## src/sv/rrts_pkg.sv

```systemverilog
`timescale 1ns / 1ps
// shared types, codes and defaults for the round-robin task slot scheduler
// no dependencies

package rrts_pkg;

	localparam int SLOT_COUNT_DEF = 16;

	localparam logic [2:0] CMD_SPAWN  = 3'd0;
	localparam logic [2:0] CMD_YIELD  = 3'd1;
	localparam logic [2:0] CMD_TICK   = 3'd2;
	localparam logic [2:0] CMD_FINISH = 3'd3;

	localparam logic [1:0] ST_EMPTY   = 2'd0;
	localparam logic [1:0] ST_READY   = 2'd1;
	localparam logic [1:0] ST_RUNNING = 2'd2;
	localparam logic [1:0] ST_DONE    = 2'd3;

	typedef struct packed {
		logic [2:0] command;
		logic [3:0] query_slot;
	} request_t;

	typedef struct packed {
		logic        status;
		logic [3:0]  task_index;
		logic        current_valid;
		logic [3:0]  current_task;
		logic [31:0] tick_total;
		logic [1:0]  slot_state;
		logic [31:0] slot_runs;
	} result_t;

	typedef enum logic [2:0] {
		S_IDLE,
		S_PREP,
		S_SCAN,
		S_DISPATCH,
		S_BUMP,
		S_CLAIM,
		S_QUERY,
		S_REPLY
	} fsm_state_t;

	typedef struct packed {
		logic accept;
		logic prep;
		logic scan_step;
		logic miss;
		logic dispatch;
		logic bump;
		logic claim;
		logic query;
		logic reply;
	} ctrl_cmd_t;

	typedef struct packed {
		logic is_spawn;
		logic hit;
		logic exhausted;
	} dp_status_t;

	function automatic logic cmd_uses_scan(input logic [2:0] c);
		return (c == CMD_SPAWN) || (c == CMD_YIELD) || (c == CMD_TICK) || (c == CMD_FINISH);
	endfunction

endpackage

```

## src/sv/rrts_ram.sv

```systemverilog
`timescale 1ns / 1ps
// generic single write, single read ram with registered read data
// no dependencies

module rrts_ram #(
	parameter int W = 32,
	parameter int D = 16
) (
	input  logic                 clk,
	input  logic                 we,
	input  logic [$clog2(D)-1:0] waddr,
	input  logic [W-1:0]         wdata,
	input  logic                 re,
	input  logic [$clog2(D)-1:0] raddr,
	output logic [W-1:0]         rdata
);

	logic [W-1:0] mem [D];
	logic [W-1:0] rdata_q;

	always_ff @(posedge clk) begin
		if (we) begin
			mem[waddr] <= wdata;
		end
		if (re) begin
			rdata_q <= mem[raddr];
		end
	end

	assign rdata = rdata_q;

endmodule

```

## src/sv/rrts_ctrl.sv

```systemverilog
`timescale 1ns / 1ps
// sequencer for the scheduler: accept, slot scan, dispatch or claim, query, reply
// depends on rrts_pkg

module rrts_ctrl (
	input  logic                   clk,
	input  logic                   arst_n,
	input  logic                   start,
	input  logic [2:0]             command,
	input  rrts_pkg::dp_status_t   st,
	output logic                   busy,
	output rrts_pkg::ctrl_cmd_t    cmd
);

	rrts_pkg::fsm_state_t state_q, state_d;

	always_ff @(posedge clk or negedge arst_n) begin
		if (!arst_n) begin
			state_q <= rrts_pkg::S_IDLE;
		end else begin
			state_q <= state_d;
		end
	end

	always_comb begin
		state_d = state_q;
		case (state_q)
			rrts_pkg::S_IDLE: begin
				if (start) begin
					state_d = rrts_pkg::cmd_uses_scan(command) ? rrts_pkg::S_PREP
						: rrts_pkg::S_QUERY;
				end
			end
			rrts_pkg::S_PREP: begin
				state_d = rrts_pkg::S_SCAN;
			end
			rrts_pkg::S_SCAN: begin
				if (st.hit) begin
					state_d = st.is_spawn ? rrts_pkg::S_CLAIM : rrts_pkg::S_DISPATCH;
				end else if (st.exhausted) begin
					state_d = rrts_pkg::S_QUERY;
				end
			end
			rrts_pkg::S_DISPATCH: begin
				state_d = rrts_pkg::S_BUMP;
			end
			rrts_pkg::S_BUMP: begin
				state_d = rrts_pkg::S_QUERY;
			end
			rrts_pkg::S_CLAIM: begin
				state_d = rrts_pkg::S_QUERY;
			end
			rrts_pkg::S_QUERY: begin
				state_d = rrts_pkg::S_REPLY;
			end
			rrts_pkg::S_REPLY: begin
				state_d = rrts_pkg::S_IDLE;
			end
			default: begin
				state_d = rrts_pkg::S_IDLE;
			end
		endcase
	end

	always_comb begin
		cmd = '0;
		case (state_q)
			rrts_pkg::S_IDLE: begin
				cmd.accept = start;
			end
			rrts_pkg::S_PREP: begin
				cmd.prep = 1'b1;
			end
			rrts_pkg::S_SCAN: begin
				cmd.scan_step = 1'b1;
				cmd.miss = !st.hit && st.exhausted;
			end
			rrts_pkg::S_DISPATCH: begin
				cmd.dispatch = 1'b1;
			end
			rrts_pkg::S_BUMP: begin
				cmd.bump = 1'b1;
			end
			rrts_pkg::S_CLAIM: begin
				cmd.claim = 1'b1;
			end
			rrts_pkg::S_QUERY: begin
				cmd.query = 1'b1;
			end
			rrts_pkg::S_REPLY: begin
				cmd.reply = 1'b1;
			end
			default: begin
				cmd = '0;
			end
		endcase
	end

	assign busy = (state_q != rrts_pkg::S_IDLE);

endmodule

```

## src/sv/rrts_dp.sv

```systemverilog
`timescale 1ns / 1ps
// scheduler datapath: slot state and dispatch count rams, valid bits, scan pointer,
// current task, tick counter and result register; depends on rrts_pkg and rrts_ram

module rrts_dp #(
	parameter int SLOT_COUNT = rrts_pkg::SLOT_COUNT_DEF
) (
	input  logic                 clk,
	input  logic                 arst_n,
	input  rrts_pkg::request_t   request,
	input  rrts_pkg::ctrl_cmd_t  cmd,
	output rrts_pkg::dp_status_t st,
	output rrts_pkg::result_t    result,
	output logic                 strobe
);

	localparam int IW = $clog2(SLOT_COUNT);
	localparam int LW = $clog2(SLOT_COUNT + 1);
	localparam int QW = IW + 4;
	localparam int VD = 1 << IW;

	function automatic logic [IW-1:0] nxt(input logic [IW-1:0] a);
		return (a == IW'(SLOT_COUNT - 1)) ? '0 : a + 1'b1;
	endfunction

	function automatic logic [3:0] low4(input logic [IW-1:0] v);
		logic [IW+3:0] e;
		e = {4'b0000, v};
		return e[3:0];
	endfunction

	logic [2:0]    cmd_q;
	logic [3:0]    qslot_q;
	logic [31:0]   tick_q;
	logic          has_cur_q;
	logic [IW-1:0] cur_q;
	logic          cur_run_q;
	logic [VD-1:0] valid_q;
	logic [IW-1:0] idx_q;
	logic [LW-1:0] left_q;
	logic          pend_q;
	logic [IW-1:0] pidx_q;
	logic [IW-1:0] fidx_q;
	logic          rval_q;
	logic          qin_q;
	logic          status_q;
	logic [3:0]    tidx_q;
	rrts_pkg::result_t result_q;
	logic          strobe_q;

	logic          st_we, cnt_we, st_re, cnt_re;
	logic [IW-1:0] st_waddr, cnt_waddr, rd_addr;
	logic [1:0]    st_wdata, st_rdata, st_seen;
	logic [31:0]   cnt_wdata, cnt_rdata, cnt_seen;
	logic          is_spawn, is_sched, is_finish, match, demote, in_range;
	logic [IW-1:0] start_idx, qaddr;
	logic [QW-1:0] qs_ext;
	logic [1:0]    tick_inc;

	assign is_spawn  = (cmd_q == rrts_pkg::CMD_SPAWN);
	assign is_finish = (cmd_q == rrts_pkg::CMD_FINISH);
	assign is_sched  = (cmd_q == rrts_pkg::CMD_YIELD) || (cmd_q == rrts_pkg::CMD_TICK) || is_finish;

	assign st_seen  = rval_q ? st_rdata : rrts_pkg::ST_EMPTY;
	assign cnt_seen = rval_q ? cnt_rdata : 32'd0;
	assign match = pend_q && (is_spawn
		? ((st_seen == rrts_pkg::ST_EMPTY) || (st_seen == rrts_pkg::ST_DONE))
		: (st_seen == rrts_pkg::ST_READY));
	assign demote    = has_cur_q && (cur_q != fidx_q) && cur_run_q;
	assign start_idx = has_cur_q ? cur_q : '0;
	assign qs_ext    = {{IW{1'b0}}, qslot_q};
	assign in_range  = (qs_ext < QW'(SLOT_COUNT));
	assign qaddr     = qs_ext[IW-1:0];

	assign st.is_spawn  = is_spawn;
	assign st.hit       = match;
	assign st.exhausted = (left_q == '0) && !pend_q;

	always_comb begin
		case (request.command)
			rrts_pkg::CMD_YIELD:  tick_inc = 2'd1;
			rrts_pkg::CMD_TICK:   tick_inc = 2'd2;
			rrts_pkg::CMD_FINISH: tick_inc = 2'd1;
			default:              tick_inc = 2'd0;
		endcase
	end

	always_comb begin
		st_we     = 1'b0;
		st_waddr  = fidx_q;
		st_wdata  = rrts_pkg::ST_RUNNING;
		st_re     = 1'b0;
		cnt_we    = 1'b0;
		cnt_waddr = fidx_q;
		cnt_wdata = 32'd0;
		cnt_re    = 1'b0;
		rd_addr   = idx_q;
		if (cmd.prep && is_finish && has_cur_q) begin
			st_we    = 1'b1;
			st_waddr = cur_q;
			st_wdata = rrts_pkg::ST_DONE;
		end
		if (cmd.scan_step && (left_q != '0)) begin
			st_re   = 1'b1;
			rd_addr = idx_q;
		end
		if (cmd.dispatch) begin
			st_we    = 1'b1;
			st_wdata = rrts_pkg::ST_RUNNING;
			cnt_re   = 1'b1;
			rd_addr  = fidx_q;
		end
		if (cmd.bump) begin
			cnt_we    = 1'b1;
			cnt_wdata = cnt_seen + 32'd1;
			if (demote) begin
				st_we    = 1'b1;
				st_waddr = cur_q;
				st_wdata = rrts_pkg::ST_READY;
			end
		end
		if (cmd.claim) begin
			st_we     = 1'b1;
			st_wdata  = rrts_pkg::ST_READY;
			cnt_we    = 1'b1;
			cnt_wdata = 32'd0;
		end
		if (cmd.query) begin
			st_re   = 1'b1;
			cnt_re  = 1'b1;
			rd_addr = qaddr;
		end
	end

	rrts_ram #(.W(2), .D(SLOT_COUNT)) u_state_ram (
		.clk   (clk),
		.we    (st_we),
		.waddr (st_waddr),
		.wdata (st_wdata),
		.re    (st_re),
		.raddr (rd_addr),
		.rdata (st_rdata)
	);

	rrts_ram #(.W(32), .D(SLOT_COUNT)) u_count_ram (
		.clk   (clk),
		.we    (cnt_we),
		.waddr (cnt_waddr),
		.wdata (cnt_wdata),
		.re    (cnt_re),
		.raddr (rd_addr),
		.rdata (cnt_rdata)
	);

	always_ff @(posedge clk or negedge arst_n) begin
		if (!arst_n) begin
			tick_q    <= '0;
			has_cur_q <= 1'b0;
			cur_q     <= '0;
			cur_run_q <= 1'b0;
			valid_q   <= '0;
			pend_q    <= 1'b0;
			strobe_q  <= 1'b0;
		end else begin
			strobe_q <= cmd.reply;
			if (cmd.accept) begin
				tick_q <= tick_q + 32'(tick_inc);
			end
			if (cmd.prep) begin
				pend_q <= 1'b0;
				if (is_finish && has_cur_q) begin
					cur_run_q <= 1'b0;
				end
			end
			if (cmd.scan_step) begin
				pend_q <= (left_q != '0);
			end
			if (cmd.bump) begin
				has_cur_q <= 1'b1;
				cur_q     <= fidx_q;
				cur_run_q <= 1'b1;
			end
			if (cmd.claim) begin
				valid_q[fidx_q] <= 1'b1;
				if (fidx_q == cur_q) begin
					cur_run_q <= 1'b0;
				end
			end
		end
	end

	always_ff @(posedge clk) begin
		if (cmd.accept) begin
			cmd_q    <= request.command;
			qslot_q  <= request.query_slot;
			status_q <= 1'b0;
			tidx_q   <= 4'd0;
		end
		if (cmd.prep) begin
			left_q <= LW'(SLOT_COUNT);
			idx_q  <= is_spawn ? '0 : nxt(start_idx);
		end
		if (cmd.scan_step) begin
			if (left_q != '0) begin
				pidx_q <= idx_q;
				idx_q  <= nxt(idx_q);
				left_q <= left_q - 1'b1;
			end
			if (match) begin
				fidx_q <= pidx_q;
			end
		end
		if (st_re || cnt_re) begin
			rval_q <= valid_q[rd_addr];
		end
		if (cmd.miss) begin
			status_q <= 1'b1;
		end
		if (cmd.claim) begin
			tidx_q <= low4(fidx_q);
		end
		if (cmd.query) begin
			qin_q <= in_range;
		end
		if (cmd.reply) begin
			result_q.status        <= status_q;
			result_q.task_index    <= is_sched ? (has_cur_q ? low4(cur_q) : 4'd0) : tidx_q;
			result_q.current_valid <= has_cur_q;
			result_q.current_task  <= has_cur_q ? low4(cur_q) : 4'd0;
			result_q.tick_total    <= tick_q;
			result_q.slot_state    <= qin_q ? st_seen : rrts_pkg::ST_EMPTY;
			result_q.slot_runs     <= qin_q ? cnt_seen : 32'd0;
		end
	end

	assign result = result_q;
	assign strobe = strobe_q;

endmodule

```

## src/sv/round_robin_task_slot_scheduler.sv

```systemverilog
`timescale 1ns / 1ps
// top level of the round-robin task slot scheduler: controller plus datapath
// depends on rrts_pkg, rrts_ctrl, rrts_dp

// A command word is taken when start is high and busy is low; busy then stays high
// until the command is finished, and exactly one result word follows, held on result
// for one cycle with strobe high. The receiver cannot stall, so it must take the word
// in that cycle. Commands other than spawn, yield, timer tick and finish go from accept
// straight to the query and reply states. Spawn, yield, timer tick and finish walk the
// slot table through one ram read port, one slot a cycle, so their run time is set by
// how far the round-robin or lowest-free search runs. No clearing pass is needed after
// reset: per-slot valid bits make untouched slots read as empty with a zero count.

module round_robin_task_slot_scheduler #(
	parameter int SLOT_COUNT = rrts_pkg::SLOT_COUNT_DEF
) (
	input  logic               clk,
	input  logic               arst_n,
	input  logic               start,
	input  rrts_pkg::request_t request,
	output logic               busy,
	output logic               strobe,
	output rrts_pkg::result_t  result
);

	rrts_pkg::ctrl_cmd_t  cmd;
	rrts_pkg::dp_status_t st;

	rrts_ctrl u_ctrl (
		.clk     (clk),
		.arst_n  (arst_n),
		.start   (start),
		.command (request.command),
		.st      (st),
		.busy    (busy),
		.cmd     (cmd)
	);

	rrts_dp #(.SLOT_COUNT(SLOT_COUNT)) u_dp (
		.clk     (clk),
		.arst_n  (arst_n),
		.request (request),
		.cmd     (cmd),
		.st      (st),
		.result  (result),
		.strobe  (strobe)
	);

endmodule

```

## config.mk

```make
export PLATFORM = sky130hd
export DESIGN_NAME = round_robin_task_slot_scheduler
export DESIGN_NICKNAME = d
export VERILOG_FILES = /design/src/sv/rrts_pkg.sv /design/src/sv/rrts_ram.sv /design/src/sv/rrts_ctrl.sv /design/src/sv/rrts_dp.sv /design/src/sv/round_robin_task_slot_scheduler.sv
export SDC_FILE = /design/constraint.sdc
export NUM_CORES = 1
export LEC_CHECK = 0
export BUFFER_PORTS_ARGS = -buffer_cell sky130_fd_sc_hd__buf_2
export CORE_MARGIN = 3
export CORE_UTILIZATION = 50
export CTS_CLUSTER_SIZE = 40
export DETAILED_ROUTE_END_ITERATION = 12
export PLACE_DENSITY = 0.67
export SLEW_MARGIN = 20
export SYNTH_ARGS = -nofsm -noshare
export SYNTH_HDL_FRONTEND = slang
export SYNTH_SLANG_ARGS = --single-unit
```

## constraint.sdc

```tcl
create_clock -name clk -period 8.55 [get_ports clk]
set_clock_uncertainty 0.05 [all_clocks]
set_input_delay 2.565 -clock clk [delete_from_list [all_inputs] [get_ports clk]]
set_output_delay 2.565 -clock clk [all_outputs]
set_load 0.01 [all_outputs]
```

==> impl_results.md <==
- Status: finished, final reports clean
- Main combinational cell family by area after synthesis: simple AND/OR/NAND/NOR gates
- Fmax: 0.214 GHz
- Initial antenna violation count: 0
- Cell area after layout: approximately 0.033 mm²
- Number of synthesized register bits: 743
- Least-Margin Pin Slew: 1080 ps
- Clock Tree Root: clkbuf_16
- # IOs: 88
- HP Class: register to register
- Max_slew headroom: 27.8%
- Area leader, netlist: edfxtp_1
- DRT Pass-1 Iters: 5
- Max-Cap Viols: 0
- Mapped Nets: 1972
- Die area: around 0.062 mm²
- Number of global-route vias before repair: 17405
- Peak VDD IR: 0.434 mV
- Ys Warns: 0
- Rows: 88
- Netlist cell types: 72
- Final min period: 4670 ps
- Total global-route track usage: 22.8%
- Post-synthesis sequential area ratio: roughly three quarters
- Final wirelength: 71600 µm
- Syn Area/Cell: approximately 15 µm²
- Setup TNS Final: 0 ps
- Worst endpoint required time: 5940 ps
- Post-CTS setup buffers: 0
- # H-tree levels: 3
- PwrDens: 370 mW/mm²
- Sink Count: 743
- Initial Util: 50.9%
- Diode count: 0
- Post-synth top area share: 68.4%
- Num CTS Buffers: 77
- Cell breakdown of the critical path: nor3_2 > inv_1 > buf_2
- CTS tree: yes
- Int Power: about 7900 µW
- Nets: 2073
- Logic pwr share: about a third
- Syn Inst Count: 1954
- Final Hold Vio Count: 0
- Post-synthesis mux area share: 4.96%
- Compound-cell area share of the yosys netlist: roughly 6.5%
- Number of synthesized flops with an enable pin: 674
- Startpoint types: register
- Total grt overflow: 0
- RSZ-0062 raised after global routing: no
- Die W: between 200 and 250 µm
- Net Sw Frac: 35.8%
- Synth Cell Area: 0.0296 mm²
- Xor-xnor portion of the synthesized cell area: roughly 1.8%
- Port bufs: 87
- Ys flop type: edfxtp_1
- Cts hold-fix bufs: 0
- Clock Path Buffers: 3
- Critical Path AT: 2050 ps
- First-pass GRT wire length: 108000 µm
- Placeable Area: 0.0581 mm²
- Largest net degree at the start of global routing: 158
- Area grow syn2layout: 13.1%
- Fin crit share: 54.6%
- Sequential power share: 39.4%
- Dpl hpwl: 36900 µm
- Fraction of layout cells with a size suffix above 1: 14.0%
- Post-synth top cells: edfxtp_1, nand2_1, a32oi_1
- CP endpoint kind: primary output
- Tot Pwr: 12400 µW
- Gpl congestion: 0.782
- Post-DRT Antenna Nets: 0
- Setup CP Type: register to primary output
- Die height: 249 µm
- Vias: 17563
- Count leader, synth: edfxtp_1
- Final Setup Violations: 0
- P_sw: 4440 µW
- Clk slew on worst S/H paths: approximately 60 ps
- Async set or reset register ratio after synthesis: a little under 8%
- Worst-case hold slack: roughly 370 ps
- Synth Area in Simple Gates: 10.3%
- Adder-cell share of the synthesized area: 0.364%
- Final Max Tran Viols: 0
- Vias per Instance: approximately 6.1
- Placed Area: 0.0309 mm²
- Crit-path slowest cell: dfrtp_1
- Clock share of power: 26.6%
- Resized cells post-CTS: 0
- CP max stage delay: 1010 ps
- Average wire per standard cell: 24.8 µm
- Drc violations: 0
- Clock latency on the worst-skew pair: 630 ps
- Top cells by area, synth: edfxtp_1, dfrtp_1, mux2i_1, nand2_1, a32oi_1
- Lkg Pwr: 0.0117 µW
- CP Max Fanout: 28
- DRT iter0 DRCs: 1756
[final timing paths]
kind | endpoint | cells after the start | slack [ps] | start
max | busy | 3 | 3880 | u_ctrl.state_q[2]$_DFFE_PN0P_
min | u_dp.cnt_waddr[1]$_DFFE_PP_ | 0 | 370 | u_dp.pidx_q[1]$_DFFE_PP_
max reg2reg | u_dp.u_count_ram.mem[12][28]$_DFFE_PP_ | 9 | 4120 | u_dp.rval_q$_DFFE_PP_
min reg2reg | u_dp.cnt_waddr[1]$_DFFE_PP_ | 0 | 370 | u_dp.pidx_q[1]$_DFFE_PP_
max in group asynchronous | u_dp.tick_q[19]$_DFFE_PN0P_ | 2 | 5870 | arst_n
min in group asynchronous | u_dp.pend_q$_DFFE_PN0N_ | 2 | 2040 | arst_n
[placed cells by master (no fill, tap or decap), types with 10 or more instances in the layout]
| cell type | instances |
|---|---|
| o21ai_0 | 28 |
| xnor2_1 | 40 |
| clkbuf_16 | 78 |
| inv_1 | 25 |
| buf_4 | 35 |
| nor2_1 | 72 |
| clkinv_2 | 13 |
| nand4_1 | 11 |
| dfrtp_1 | 59 |
| dfxtp_1 | 10 |
| nand3_1 | 32 |
| nand2_1 | 340 |
| nor2b_1 | 10 |
| clkbuf_1 | 14 |
| and2_1 | 32 |
| and3_1 | 12 |
| a32oi_1 | 142 |
| edfxtp_1 | 674 |
| and4_1 | 40 |
| a21o_1 | 13 |
| a21oi_1 | 10 |
| buf_2 | 87 |
| clkinv_1 | 19 |
| xor2_1 | 20 |
| nor2_4 | 13 |
| mux2i_1 | 141 |
[sequential cells by signal, indices dropped and copies added, names as in the netlist, 3 cells and up]
| name | cells |
|---|---|
| u_dp.u_count_ram.mem | 512 |
| u_dp.result | 76 |
| u_dp.tick_q | 32 |
| u_dp.u_count_ram.rdata | 32 |
| u_dp.u_state_ram.mem | 32 |
| u_dp.valid_q | 16 |
| u_dp.left_q | 5 |
| u_dp.cnt_waddr | 4 |
| u_dp.cur_q | 4 |
| u_dp.idx_q | 4 |
| u_dp.pidx_q | 4 |
| u_dp.qaddr | 4 |
| u_dp.tidx_q | 4 |
| u_ctrl.state_q | 3 |
| u_dp.cmd_q | 3 |
[metrics by stage]
step	setup WS, ps	util, %	cells
floorplan	4080	-	1954
global placement	3750	53.2	2739
detailed placement	3710	53.2	2739
CTS	3890	57.5	2879
global route	3760	57.5	2881
finish	3880	57.5	2881
[power groups by stage]
| stage | combinational [µW] | sequential, µW | clock (µW) |
|---|---|---|---|
| 2_1_floorplan | 2890 | 4880 | 0 |
| 3_3_place_gp | 4090 | 4930 | 0 |
| 3_5_place_dp | 4180 | 4950 | 0 |
| 4_1_cts | 4190 | 4880 | 3340 |
| 5_1_grt | 4540 | 4920 | 3480 |
| 6_report | 4210 | 4880 | 3290 |
[critical path, delay by kind of cell, from the launching register on]
| family | cells | cell delay (ps) |
|---|---|---|
| flip-flops | 1 | 1010 |
| buffers and inverters | 2 | 270 |
| AND/OR/NAND/NOR | 1 | 150 |
[final cells by class]
cell class / count / area, µm²
Tap cell: 765 / 957
Sequential cell: 743 / 21900
Clock buffer: 92 / 2000
Fill cell: 4461 / 24700
Multi-Input combinational cell: 1082 / 7270
Timing Repair Buffer: 124 / 733
Clock inverter: 48 / 472
Inverter: 27 / 101
[kinds of logic after synthesis]
kind of cell | Yosys count
DFF | 743
and+or+nand+nor | 628
adders and majority gates | 8
muxes | 146
AOI/OAI and AO/OA | 240
xor gates and xnor gates | 60
buffers and inverters | 129
[routing by layer]
layer | wire [µm] | GRT usage [%] | part of all wire, %
met5 | 0 | 0 | 0
met4 | 2120 | 7.48 | 3.0
met3 | 5250 | 3.86 | 7.3
met2 | 34400 | 37.3 | 48
met1 | 29800 | 31.4 | 42
No activity file was read; power rests on OpenSTA's default activity.
